## config.mk

```make
export PLATFORM = sky130hd
export DESIGN_NAME = imq_ctrl
export DESIGN_NICKNAME = d
export VERILOG_FILES = /design/src/hw/rtl/imq_pkg.sv /design/src/hw/rtl/imq_ctrl.sv
export SDC_FILE = /design/constraint.sdc
export NUM_CORES = 1
export LEC_CHECK = 0
export ABC_CLOCK_PERIOD_IN_PS = 1820
export BUFFER_PORTS_ARGS = -buffer_cell sky130_fd_sc_hd__buf_2
export CORE_AREA = 10 10 47 49
export DETAILED_ROUTE_END_ITERATION = 10
export DIE_AREA = 0 0 57 59
export HOLD_SLACK_MARGIN = 0.1
export PLACE_DENSITY = 0.74
export SYNTH_ARGS = -nofsm -noshare
export SYNTH_HDL_FRONTEND = slang
export SYNTH_SLANG_ARGS = --single-unit
```

## constraint.sdc

```tcl
create_clock -name clk_i -period 1.82 [get_ports clk_i]
set_input_delay 0.364 -clock clk_i [delete_from_list [all_inputs] [get_ports clk_i]]
set_output_delay 0.364 -clock clk_i [all_outputs]
set_load 0.005 [all_outputs]
```

## src/hw/rtl/imq_pkg.sv

```systemverilog
// ----------------------------------------------------------------------------
// imq_pkg
// types and constants of the indexed min priority queue
// ----------------------------------------------------------------------------
package imq_pkg;

  localparam int unsigned KeyBits     = 32;
  localparam int unsigned PayloadBits = 32;
  localparam int unsigned IdBits      = 8;
  localparam int unsigned LimitBits   = 9;
  localparam logic [LimitBits-1:0] LimitReset = 9'd256;

  typedef enum logic [1:0] {
    CMD_INSERT  = 2'd0,
    CMD_SET_KEY = 2'd1,
    CMD_DEL_MIN = 2'd2,
    CMD_REMOVE  = 2'd3
  } cmd_e;

  typedef enum logic [2:0] {
    ST_OK        = 3'd0,
    ST_FULL      = 3'd1,
    ST_PRESENT   = 3'd2,
    ST_NOT_FOUND = 3'd3,
    ST_EMPTY     = 3'd4
  } status_e;

  typedef struct packed {
    cmd_e                     command;
    logic [IdBits-1:0]        entry_id;
    logic signed [KeyBits-1:0] key_value;
    logic [PayloadBits-1:0]   payload;
  } in_t;

  typedef struct packed {
    status_e                  status;
    logic [IdBits-1:0]        out_id;
    logic signed [KeyBits-1:0] out_key;
    logic [PayloadBits-1:0]   out_payload;
  } out_t;

  typedef struct packed {
    logic signed [KeyBits-1:0] key;
    logic [IdBits-1:0]        handle;
    logic [PayloadBits-1:0]   payload;
  } slot_t;

  typedef enum logic [3:0] {
    S_IDLE, S_CHECK, S_SK_LOAD, S_RM_LOAD, S_TAKE, S_LAST_LOAD,
    S_UP_RD, S_UP_CMP, S_DN_RD, S_DN_L, S_DN_R, S_DN_CMP, S_PLACE, S_FINISH
  } state_e;

  typedef enum logic [4:0] {
    OP_NONE, OP_ACCEPT, OP_FAIL, OP_INSERT, OP_SK_READ, OP_DM_TAKE, OP_RM_READ,
    OP_SK_LOAD, OP_RM_LOAD, OP_TAKE, OP_LAST_LOAD, OP_UP_READ, OP_UP_MOVE,
    OP_DN_READ, OP_DN_LEFT, OP_DN_RIGHT, OP_DN_MOVE, OP_PLACE, OP_FINISH
  } dp_op_e;

  typedef struct packed {
    dp_op_e op;
  } ctrl_cmd_t;

  typedef struct packed {
    logic fail;
    cmd_e cmd;
    logic old_lt;
    logic old_gt;
    logic pos_last;
    logic pos_zero;
    logic has_left;
    logic has_right;
    logic e_lt_rd;
    logic e_gt_child;
    logic out_free;
  } dp_sts_t;

endpackage

```

## src/hw/rtl/imq_ctrl.sv

```systemverilog
// ----------------------------------------------------------------------------
// imq_ctrl
// command sequencer: checks, take-out and sift steps
// ----------------------------------------------------------------------------
module imq_ctrl (
  input  logic               clk_i,
  input  logic               rst_ni,
  input  logic               in_valid_i,
  input  imq_pkg::dp_sts_t   sts_i,
  output imq_pkg::ctrl_cmd_t cmd_o,
  output logic               busy_o
);
  import imq_pkg::*;

  state_e state_q, state_d;

  always_ff @(posedge clk_i or negedge rst_ni) begin
    if (!rst_ni) begin
      state_q <= S_IDLE;
    end else begin
      state_q <= state_d;
    end
  end

  always_comb begin
    state_d  = state_q;
    cmd_o.op = OP_NONE;
    unique case (state_q)
      S_IDLE: begin
        if (in_valid_i) begin
          cmd_o.op = OP_ACCEPT;
          state_d  = S_CHECK;
        end
      end
      S_CHECK: begin
        if (sts_i.fail) begin
          cmd_o.op = OP_FAIL;
          state_d  = S_FINISH;
        end else begin
          unique case (sts_i.cmd)
            CMD_INSERT: begin
              cmd_o.op = OP_INSERT;
              state_d  = S_UP_RD;
            end
            CMD_SET_KEY: begin
              cmd_o.op = OP_SK_READ;
              state_d  = S_SK_LOAD;
            end
            CMD_DEL_MIN: begin
              cmd_o.op = OP_DM_TAKE;
              state_d  = S_TAKE;
            end
            default: begin
              cmd_o.op = OP_RM_READ;
              state_d  = S_RM_LOAD;
            end
          endcase
        end
      end
      S_SK_LOAD, S_LAST_LOAD: begin
        cmd_o.op = (state_q == S_SK_LOAD) ? OP_SK_LOAD : OP_LAST_LOAD;
        if (sts_i.old_lt) begin
          state_d = S_DN_RD;
        end else if (sts_i.old_gt) begin
          state_d = S_UP_RD;
        end else begin
          state_d = S_PLACE;
        end
      end
      S_RM_LOAD: begin
        cmd_o.op = OP_RM_LOAD;
        state_d  = S_TAKE;
      end
      S_TAKE: begin
        cmd_o.op = OP_TAKE;
        state_d  = sts_i.pos_last ? S_FINISH : S_LAST_LOAD;
      end
      S_UP_RD: begin
        cmd_o.op = OP_UP_READ;
        state_d  = sts_i.pos_zero ? S_PLACE : S_UP_CMP;
      end
      S_UP_CMP: begin
        if (sts_i.e_lt_rd) begin
          cmd_o.op = OP_UP_MOVE;
          state_d  = S_UP_RD;
        end else begin
          state_d = S_PLACE;
        end
      end
      S_DN_RD: begin
        cmd_o.op = OP_DN_READ;
        state_d  = sts_i.has_left ? S_DN_L : S_PLACE;
      end
      S_DN_L: begin
        cmd_o.op = OP_DN_LEFT;
        state_d  = sts_i.has_right ? S_DN_R : S_DN_CMP;
      end
      S_DN_R: begin
        cmd_o.op = OP_DN_RIGHT;
        state_d  = S_DN_CMP;
      end
      S_DN_CMP: begin
        if (sts_i.e_gt_child) begin
          cmd_o.op = OP_DN_MOVE;
          state_d  = S_DN_RD;
        end else begin
          state_d = S_PLACE;
        end
      end
      S_PLACE: begin
        cmd_o.op = OP_PLACE;
        state_d  = S_FINISH;
      end
      S_FINISH: begin
        cmd_o.op = OP_FINISH;
        if (sts_i.out_free) begin
          state_d = S_IDLE;
        end
      end
      default: begin
        state_d = S_IDLE;
      end
    endcase
  end

  assign busy_o = (state_q != S_IDLE);

endmodule

```

### Word level (Yosys, flattened, before mapping)

Index checks and enable logic that the tools add are counted.

| cells by class | value |
|---|---|
| equality and inequality tests | 17 |
| muxes and demuxes | 20 |
| reduce and logical (&&, ||, !) cells | 5 |

Operators by type and width:

| kind | count |
|---|---|
| 5-bit case mux with 13 select lines | 1 |
| 4-bit case mux with 13 select lines | 1 |
| 4-bit two-way mux | 10 |
| 4-bit == test, second input constant | 6 |
| 3-bit case mux with 3 select lines | 2 |
| 4-bit by 3-bit == test with 1-bit output, second input constant | 4 |
| 3-bit two-way mux | 3 |
| 4-bit by 2-bit == test with 1-bit output, second input constant | 2 |
| 5-bit two-way mux | 1 |
| 4-bit by 1-bit == test with 1-bit output, second input constant | 1 |
| 4-bit logical NOT | 1 |
| 2-bit inequality test, second input constant | 2 |
| 4-bit nonzero test | 1 |
| 2-bit by 1-bit == test with 1-bit output, second input constant | 1 |
| 2-bit == test, second input constant | 1 |
| 2-bit logical NOT | 1 |
| 1-bit two-way mux | 2 |
| 2-bit AND reduction | 1 |
| 2-bit OR reduction | 1 |

| word-level totals | value |
|---|---|
| flip-flop bits (word level) | 4 |
| bits of input ports | 15 |
| output and inout port bits | 6 |

### Logic depth before layout (Yosys ltp)

Gate-level depths: netlist of run 1.

| depth | value |
|---|---|
| depth in word-level cells | 4 |
| depth in mapped cells | 6 |

### Least setup slack after synthesis of run 1

OpenSTA, ideal clock, no wires.

| timing | value |
|---|---|
| path type | reg-to-output |
| start | register state_q[1] |
| end | output port cmd_o[0] (netlist bit) |
| arrival | 1,152 ps |
| required time | 1,456 ps |
| slack | 304 ps |
| cell stages (with the launch flop) | 6 |
| path buffers | 2 |
| path through | dfrtp_1 > buf_2 > buf_2 > nor2_1 > a221o_1 > o21ai_1 |

RTL lines:

| element | RTL line | text |
|---|---|---|
| start, declared | imq_ctrl.sv:15 | `state_e state_q, state_d;` |
| start signal, assigned | imq_ctrl.sv:21 | `state_q <= state_d;` |
| end, declared | imq_ctrl.sv:10 | `output imq_pkg::ctrl_cmd_t cmd_o,` |

==> metrics.txt, run 1 <==
run status=completed; die height=59 µm; synthesized area=613.1 µm²; dominant synthesized flop cell=dfrtp_1; worst setup margin=0.05727 ns; Pwr Total=1.321 mW; pre-CTS WS=0.1714 ns; nets=133; number of synthesized flops with an enable pin=0; YS warnings=0; final std cells w/o fill=129; final hold vios=0; MaxCap Viol Count=0; Worst Hold Class=input pin to flip-flop; core area=0.001401 mm²; Synth cell types=38; sequential element share of the synthesized area=0.1633; die area=0.003363 mm²; CTS tree=done; CP Class=flip-flop to output port; Syn-to-layout area delta=33.67%; R2R cell count=5; CTS clk-pin slew, worst paths=0.04 ns; fmax=567.3 MHz; crit end category=output port; Final Instance Area=819.5 µm²; Critical Path RT=1.46 ns; GRT overflow=0; WHS Path Cells=4; CTS buffer count=3; First-pass DRT Iterations=4; crit path DAT=1.40 ns; final wirelength=1914 µm; GRT Overall Usage=0.1053; ANT cells=0; normalized max-slew margin=0.6588; crit path launch type=flip-flop; Biggest register=state_q; vias in the first global route=760; buffer depth of the longest clock path=2; Final GP Congestion=0.7949; Via Count=768; root buf cell=clkbuf_4; Slew Limit Fails=0; Cells after Synth=86; first-pass GRT wire length=3036 µm; Starting Density=0.4375; # setup viols final=0; Worst Tran Pin Value=0.4990 ns; Leak=0.3633 nW; I/O pins=21; largest net degree at the start of global routing=15; placed insts=121; share of flip-flops with an asynchronous set or reset=1.000; clk_lat worst skew=0.23 ns; Fin Setup TNS=0 ns; PwrDens=1611 mW/mm²; Period minus WS final=1.763 ns; Worst Clk Skew=0.005541 ns; top flop regs=state_q: 4 flops; period utilization=0.9685; #FFs+latches synth=4; DRC=0; drt initial violations=14; Core Util, Final=0.5848; Vias/cell=5.953; H-Tree Depth=1; HPWL Detailed=1447 µm; Crit Path Max Fanout=8; wire length per cell=14.84 µm; Die Width=57 µm; Routed Antenna Nets=0; buffers added on ports=20; placed cell areas=738.2 µm²; Max VDD drop=0.8859 mV; share of cells above drive strength 1=0.4159; synthesized area per cell=7.129 µm²; floorplan row count=14; initial antenna violation count=0; Syn Nets=104; CTS Sinks=4; Hold Worst Slack=0.4530 ns; max reg flops=4
[logic make-up (layout without fill, tap and decap cells)]
kind of cell,count (synthesis),count (layout),share of synthesized area
and+or+nand+nor,33,33,0.3143
buffers and inverters,14,41,0.1143
DFF,4,4,0.1633
AOI/OAI and AO/OA,32,32,0.3470
adders and majority gates,3,3,0.06123
[per-layer routing]
layer	wire, µm	GRT usage	share of wire
met2	975	0.1767	0.51
met5	0	0	0
met3	88	0.03004	0.046
met1	850	0.1293	0.44
met4	0	0.02349	0
[area by class of cell]
type | instances | area, µm²
Tap cell | 16 | 20.02
Inverter | 6 | 22.52
Timing Repair Buffer | 32 | 192.7
Clock buffer | 3 | 22.52
Sequential cell | 4 | 105.1
Fill cell | 144 | 581.8
Multi-Input combinational cell | 68 | 456.7
[critical path: stages (launching register included)]
cell and delay (ns):
dfrtp_2 0.45, buf_4 0.18, inv_2 0.10, a21oi_1 0.07, a211oi_1 0.21, buf_2 0.16
[worst paths after layout]
| path | startpoint | endpoint | slack (ns) |
|---|---|---|---|
| max | state_q[3]$_DFFE_PN0P_ | cmd_o[3] | 0.06 |
| min | sts_i[4] | state_q[2]$_DFFE_PN0P_ | 0.45 |
| max reg2reg | state_q[1]$_DFFE_PN0P_ | state_q[3]$_DFFE_PN0P_ | 0.26 |
| min reg2reg | state_q[0]$_DFFE_PN0P_ | state_q[1]$_DFFE_PN0P_ | 0.72 |
| max in group asynchronous | rst_ni | state_q[0]$_DFFE_PN0P_ | 1.21 |
| min in group asynchronous | rst_ni | state_q[1]$_DFFE_PN0P_ | 0.48 |
[report_power, final]
group | total, mW | switching [mW] | internal, mW
clock network | 0.106 | 0.0324 | 0.0734
registers | 0.241 | 0.0991 | 0.142
logic | 0.974 | 0.487 | 0.487
total | 1.32 | 0.618 | 0.703
[repair_timing]
action                                 in CTS  in global routing
endpoints found under the hold margin       4                  0
hold buffers                                1                  0
setup endpoints to repair                   3                  5
resized for setup                           2                  7
pin swaps                                   0                  2
setup buffers                               0                  4
[placed cells by master, fill, tap and decap left out]
| cell type | Yosys | routed |
|---|---|---|
| a2111oi_0 | 2 | 2 |
| a211oi_1 | 1 | 1 |
| a21oi_1 | 5 | 5 |
| a21oi_2 | 1 | 1 |
| a221o_1 | 2 | 2 |
| a22oi_1 | 1 | 1 |
| a2bb2oi_1 | 1 | 1 |
| a31oi_1 | 3 | 3 |
| a32o_1 | 1 | 1 |
| and2_4 | 0 | 1 |
| and3b_1 | 1 | 1 |
| buf_2 | 5 | 20 |
| buf_4 | 1 | 11 |
| clkbuf_4 | 0 | 3 |
| dfrtp_2 | 0 | 4 |
| dlygate4sd3_1 | 0 | 1 |
| ha_1 | 3 | 3 |
| inv_1 | 5 | 4 |
| inv_2 | 1 | 2 |
| nand2_1 | 3 | 3 |
| nand2b_1 | 7 | 7 |
| nand4_1 | 1 | 1 |
| nand4b_1 | 1 | 1 |
| nor2_1 | 5 | 4 |
| nor2_2 | 1 | 2 |
| nor2b_1 | 3 | 2 |
| nor2b_2 | 0 | 1 |
| nor3_1 | 4 | 4 |
| nor3b_1 | 2 | 2 |
| nor4b_2 | 0 | 1 |
| o21ai_0 | 5 | 5 |
| o21ai_1 | 4 | 4 |
| o22ai_1 | 3 | 3 |
| o2bb2ai_1 | 1 | 1 |
| o31ai_1 | 1 | 1 |
| o32ai_1 | 1 | 1 |
| or2_2 | 1 | 1 |
| or3_1 | 1 | 1 |
| or4_1 | 1 | 1 |
[Yosys cell counts (2+ instances only)]
master	number	area, µm²
o21ai_0	5	25.02
buf_2	5	25.02
o22ai_1	3	18.77
a31oi_1	3	18.77
nor3_1	4	20.02
nor2b_1	3	18.77
nor2_1	5	18.77
ha_1	3	37.54
a221o_1	2	20.02
a2111oi_0	2	17.52
dfrtp_1	4	100.1
inv_1	5	18.77
nand2b_1	7	43.79
a21oi_1	5	25.02
nor3b_1	2	15.01
o21ai_1	4	20.02
nand2_1	3	11.26
No activity file was read; power rests on OpenSTA's default activity.
==> run 2: changes to the inputs <==
Settings changed: MAX_ROUTING_LAYER from default to met4.
==> run 2 against run 1 <==
  * Clock skew about the same
  * Total power decreased by 0.15%
  * Cell count stayed put
  * Worst setup slack improved by 0.0066 ns
  * Design area unchanged
  * Fmax is 0.37% higher
  * Die area did not move
  * Critical endpoint unchanged
  * Critical path depth is the same
  * Clock power is essentially flat
  * Wire length down 0.99%
  * Count of clock-buffer cells in the layout is the same
  * Non-clock buffer count is the same
==> metrics.txt, run 2 (synthesis results as in run 1) <==
crit path DAT=1.39 ns; Via Count=776; most common cell after layout, fill and taps aside=buf_2; normalized max-slew margin=0.6626; buffers added on ports=20; hold_sp=sts_i[4]; Int Pwr=0.7026 mW; largest net degree at the start of global routing=15; Leak=0.3633 nW; Max VDD drop=0.8819 mV; crit end category=output port; wire length per cell=14.69 µm; H-Tree Depth=1; floorplan row count=14; first-pass GRT wire length=3036 µm; period utilization=0.9649; Vias/cell=6.016; clk_lat worst skew=0.23 ns; critical path, cell by cell=buf_4, inv_2, a21oi_1, a211oi_1, buf_2; # setup viols final=0; die height=59 µm; core area=0.001401 mm²; Final Instance Area=819.5 µm²; Worst Hold Class=input pin to flip-flop; nets=133; HPWL Detailed=1447 µm; CTS buffer count=3; drt initial violations=16; Critical Path RT=1.46 ns; Routed Antenna Nets=0; register area=105.1 µm²; Biggest register=state_q; worst r2r src=state_q[1]$_DFFE_PN0P_; placed insts=121; vias in the first global route=758; multi-input combinational cell area=456.7 µm²; CP Buf/Inv Count=3; crit path launch type=flip-flop; CTS Sinks=4; GRT Overall Usage=0.1083; commonest cells after routing, fill and taps aside=20 x buf_2, 11 x buf_4, 7 x nand2b_1; CP Launch Point=state_q[3]$_DFFE_PN0P_; root buf cell=clkbuf_4; share of cells above drive strength 1=0.4159; Worst Tran Pin Value=0.4934 ns; Pwr Total=1.318 mW; initial antenna violation count=0; fmax=569.4 MHz; buffer depth of the longest clock path=2; DRC=0; PwrDens=1609 mW/mm²; ANT cells=0; Comb pwr share=0.739; Starting Density=0.4375; CP max stage delay=0.44 ns; Final GP Congestion=0.8062; final std cells w/o fill=129; Period minus WS final=1.756 ns; MaxCap Viol Count=0; Fill cells=144; final wirelength=1895 µm; die area=0.003363 mm²; max reg flops=4; GRT overflow=0; Die Width=57 µm; Crit Path Max Fanout=8; final hold vios=0; Syn-to-layout area delta=33.67%; CTS clk-pin slew, worst paths=0.04 ns; Worst path top cell family by delay=flip-flops; clock share of power=0.080; Worst Clk Skew=0.005502 ns; Sw Pwr=0.6159 mW; Sw Ratio=0.4671; highest-delay cell along the critical path=dfrtp_2; Slew Limit Fails=0; CP Class=flip-flop to output port; placed cell areas=738.2 µm²; CTS tree=done; First-pass DRT Iterations=4; run status=completed; power share of the sequential group=0.181; I/O pins=21; top flop regs=state_q: 4 flops
run 2: worst min-delay path, delay by kind of cell:
kind                   cells  cell delay, ns
AOI/OAI and AO/OA          2            0.14
buffers and inverters      1            0.09
and+or+nand+nor            1            0.05
run 2: power by group through the flow:
| stage | combinational [mW] | clock, mW | sequential [mW] |
|---|---|---|---|
| 2_1_floorplan | 0.679 | 0 | 0.156 |
| 3_3_place_gp | 0.837 | 0 | 0.238 |
| 3_5_place_dp | 0.853 | 0 | 0.239 |
| 4_1_cts | 0.859 | 0.109 | 0.245 |
| 5_1_grt | 1.09 | 0.118 | 0.249 |
| 6_report | 0.974 | 0.105 | 0.239 |
run 2: path summary, 6_finish.rpt:
kind | endpoint | slack, ns | cells after the start
max in group asynchronous | state_q[0]$_DFFE_PN0P_ | 1.21 | 2
max reg2reg | state_q[3]$_DFFE_PN0P_ | 0.26 | 5
max | cmd_o[3] | 0.06 | 5
min reg2reg | state_q[1]$_DFFE_PN0P_ | 0.71 | 1
min in group asynchronous | state_q[1]$_DFFE_PN0P_ | 0.47 | 2
min | state_q[2]$_DFFE_PN0P_ | 0.46 | 4
run 2: what timing repair did:
| action | CTS | global route |
|---|---|---|
| endpoints found under the hold margin | 4 | 0 |
| hold buffers | 1 | 0 |
| gates cloned | 0 | 0 |
| setup endpoints to repair | 3 | 5 |
| gates resized for setup | 2 | 7 |
| buffers inserted | 0 | 4 |
| pin swaps | 0 | 2 |
run 2: through the flow:
step / utilization / hold slack, ns / TNS (ns) / worst slack, ns
finish: 0.5848 / 0.4557 / 0 / 0.06385
global route: 0.5848 / 0.4713 / -0.00008382 / -0.00008382
CTS: 0.5518 / 0.4510 / 0 / 0.0007451
detailed placement: 0.5268 / 0.1720 / 0 / 0.1714
global placement: 0.5268 / 0.1715 / 0 / 0.2228
floorplan: - / 0.06841 / 0 / 0.3038
run 2: routing by layer:
metal	track usage	part of all wire	vias up
li1	-	-	376
met1	0.1293	0.43	362
met2	0.1767	0.51	38
met3	0.03004	0.069	0
met4	0.02349	0	0
met5	-	0	-
run 2: cell type report:
type,count,area share
inverter,6,0.02748
clock buffer,3,0.02748
tap,16,0.02443
timing repair buffer,32,0.2351
sequential,4,0.1282
multi-input combinational,68,0.5573
==> run 3: changes to the inputs <==
Settings changed: BUFFER_PORTS_ARGS -buffer_cell sky130_fd_sc_hd__buf_2 to default, CELL_PAD_IN_SITES_DETAIL_PLACEMENT from default to 0, CELL_PAD_IN_SITES_GLOBAL_PLACEMENT from default to 1, CORE_AREA 10 10 47 49 to default, CORE_MARGIN from default to 10, CORE_UTILIZATION from default to 41, DIE_AREA 0 0 57 59 to default, DONT_BUFFER_PORTS from default to 1, PLACE_DENSITY 0.74 to default, PLACE_DENSITY_LB_ADDON from default to 0.1.
==> run 3 against run 2 <==
  * Cell count down 18%
  * Core utilization down 7.4 points
  * First-iteration DRC count up 50%
  * Critical path depth fell by 2
  * Fmax is 2.1% higher
  * Non-clock buffer count decreased by 22
  * Die area increased by 2.4%
  * Worst setup slack improved by 0.036 ns
  * Global-route usage grew 0.20 points
  * Design area shrank 16%
  * Wire length down 7.5%
  * Critical path type unchanged
  * Largest cell class unchanged
==> metrics.txt, run 3 (synthesis results as in run 1) <==
# setup viols final=0; Vias/cell=6.179; nets=111; Comb pwr share=0.673; WHS Path Cells=3; vias in the first global route=635; GR Util met1=0.1280; die area=0.003442 mm²; final wirelength=1752 µm; I/O pins=21; CTS buffer count=3; Die Width=58.67 µm; root buf cell=clkbuf_4; busiest grt layer=met2; CP Class=flip-flop to output port; normalized max-slew margin=0.6770; Slew Limit Fails=0; GRT overflow=0; highest-delay cell along the critical path=dfrtp_2; register area=105.1 µm²; Critical Path RT=1.46 ns; Period minus WS final=1.720 ns; Hold Worst Slack=0.3357 ns; wire length per cell=16.53 µm; multi-input combinational cell area=442.9 µm²; floorplan row count=13; CP max stage delay=0.47 ns; largest net degree at the start of global routing=19; CTS tree=done; Final GP Congestion=0.8453; Syn-to-layout area delta=12.45%; CTS Sinks=4; clock share of power=0.093; Sw Ratio=0.4785; ANT cells=0; initial antenna violation count=0; First-pass DRT Iterations=4; top flop regs=state_q: 4 flops; Via Count=655; r2r setup slk=0.31 ns; final hold vios=0; GRT Overall Usage=0.1103; Routed Antenna Nets=0; Sw Pwr=0.5464 mW; met3 GRT Util=0.06009; routing usage on met2=0.1654; critical path, cell by cell=buf_4, nor4b_1, o22ai_1; crit path DAT=1.36 ns; Int Pwr=0.5955 mW; period utilization=0.9453; run status=completed; Worst Tran Pin Value=0.4723 ns; drt initial violations=24; DRC=0; share of cells above drive strength 1=0.2198; Biggest register=state_q; die height=58.67 µm; Fill cells=136; most common cell after layout, fill and taps aside=buf_4; commonest cells after routing, fill and taps aside=9 x buf_4, 7 x nand2b_1; Leak=0.2715 nW; clk_lat worst skew=0.23 ns; crit end category=output port; HPWL Detailed=1456 µm; Worst Hold Class=input pin to flip-flop; Max VDD drop=0.9195 mV; max reg flops=4; crit path launch type=flip-flop; CTS clk-pin slew, worst paths=0.03 ns; PwrDens=1656 mW/mm²; buffer depth of the longest clock path=2; Worst Clk Skew=0.005232 ns; Core Util, Final=0.5107; R2R cell count=4; power share of the sequential group=0.234; core area=0.001350 mm²; MaxCap Viol Count=0; unrepaired setup endpoints after global routing=true; Pwr Total=1.142 mW; Starting Density=0.4541; fmax=581.2 MHz; H-Tree Depth=1; first-pass GRT wire length=2987 µm; Crit Path Max Fanout=13; buffers added on ports=0
==> run 3: changes by cell type in the layout (fill, tap and decap cells not counted), sizes merged <==
cell | previous run | this run
buf | 31 | 9
==> run 3: metal layers <==
metal,routed length [µm],vias to the layer above,part of all wire
met1,793,302,0.45
met2,795,17,0.45
met4,0,0,0
li1,-,336,-
met5,0,-,0
met3,163,0,0.093
==> run 3: power by group through the flow <==
stage,registers (mW),logic (mW),clock network [mW]
2_1_floorplan,0.156,0.679,0
3_3_place_gp,0.272,0.719,0
3_5_place_dp,0.271,0.710,0
4_1_cts,0.272,0.715,0.113
5_1_grt,0.280,0.877,0.123
6_report,0.267,0.769,0.106
==> run 3: worst max-delay path: cells and delay by family, from the launching register on <==
family	cells	cell delay, ns
compound gates	1	0.15
buf+inv	1	0.18
flops	1	0.47
simple gates	1	0.33
==> run 3: worst paths after layout <==
path	endpoint	from
max in group asynchronous	state_q[2]$_DFFE_PN0P_	rst_ni
worst max-delay path	cmd_o[1]	state_q[2]$_DFFE_PN0P_
worst max register to register	state_q[3]$_DFFE_PN0P_	state_q[0]$_DFFE_PN0P_
worst min register to register	state_q[1]$_DFFE_PN0P_	state_q[0]$_DFFE_PN0P_
min in group asynchronous	state_q[3]$_DFFE_PN0P_	rst_ni
worst min-delay path	state_q[2]$_DFFE_PN0P_	sts_i[4]
==> run 3: repair_timing <==
item | CTS | global route
hold endpoints to repair | 4 | 0
setup buffers | 0 | 3
hold buffers | 1 | 0
gates resized for setup | 1 | 3
endpoints found under the setup margin | 4 | 4
==> run 3: area by class of cell <==
cell class,count,share of cell area
Tap cell,15,0.02722
Timing Repair Buffer,10,0.1125
Sequential cell,4,0.1525
Clock buffer,3,0.03267
Inverter,6,0.03267
Multi-Input combinational cell,68,0.6425
==> run 3: stage by stage <==
stage / worst slack, ns / setup TNS, ns / area (µm²) / cells
3_3_place_gp: 0.2010 / 0 / 629.4 / 99
5_1_grt: -0.01070 / -0.01938 / 689.4 / 106
3_5_place_dp: 0.1995 / 0 / 629.4 / 99
6_report: 0.09952 / 0 / 689.4 / 106
4_1_cts: 0.03733 / 0 / 663.1 / 103
2_1_floorplan: 0.3038 / 0 / 613.1 / 86
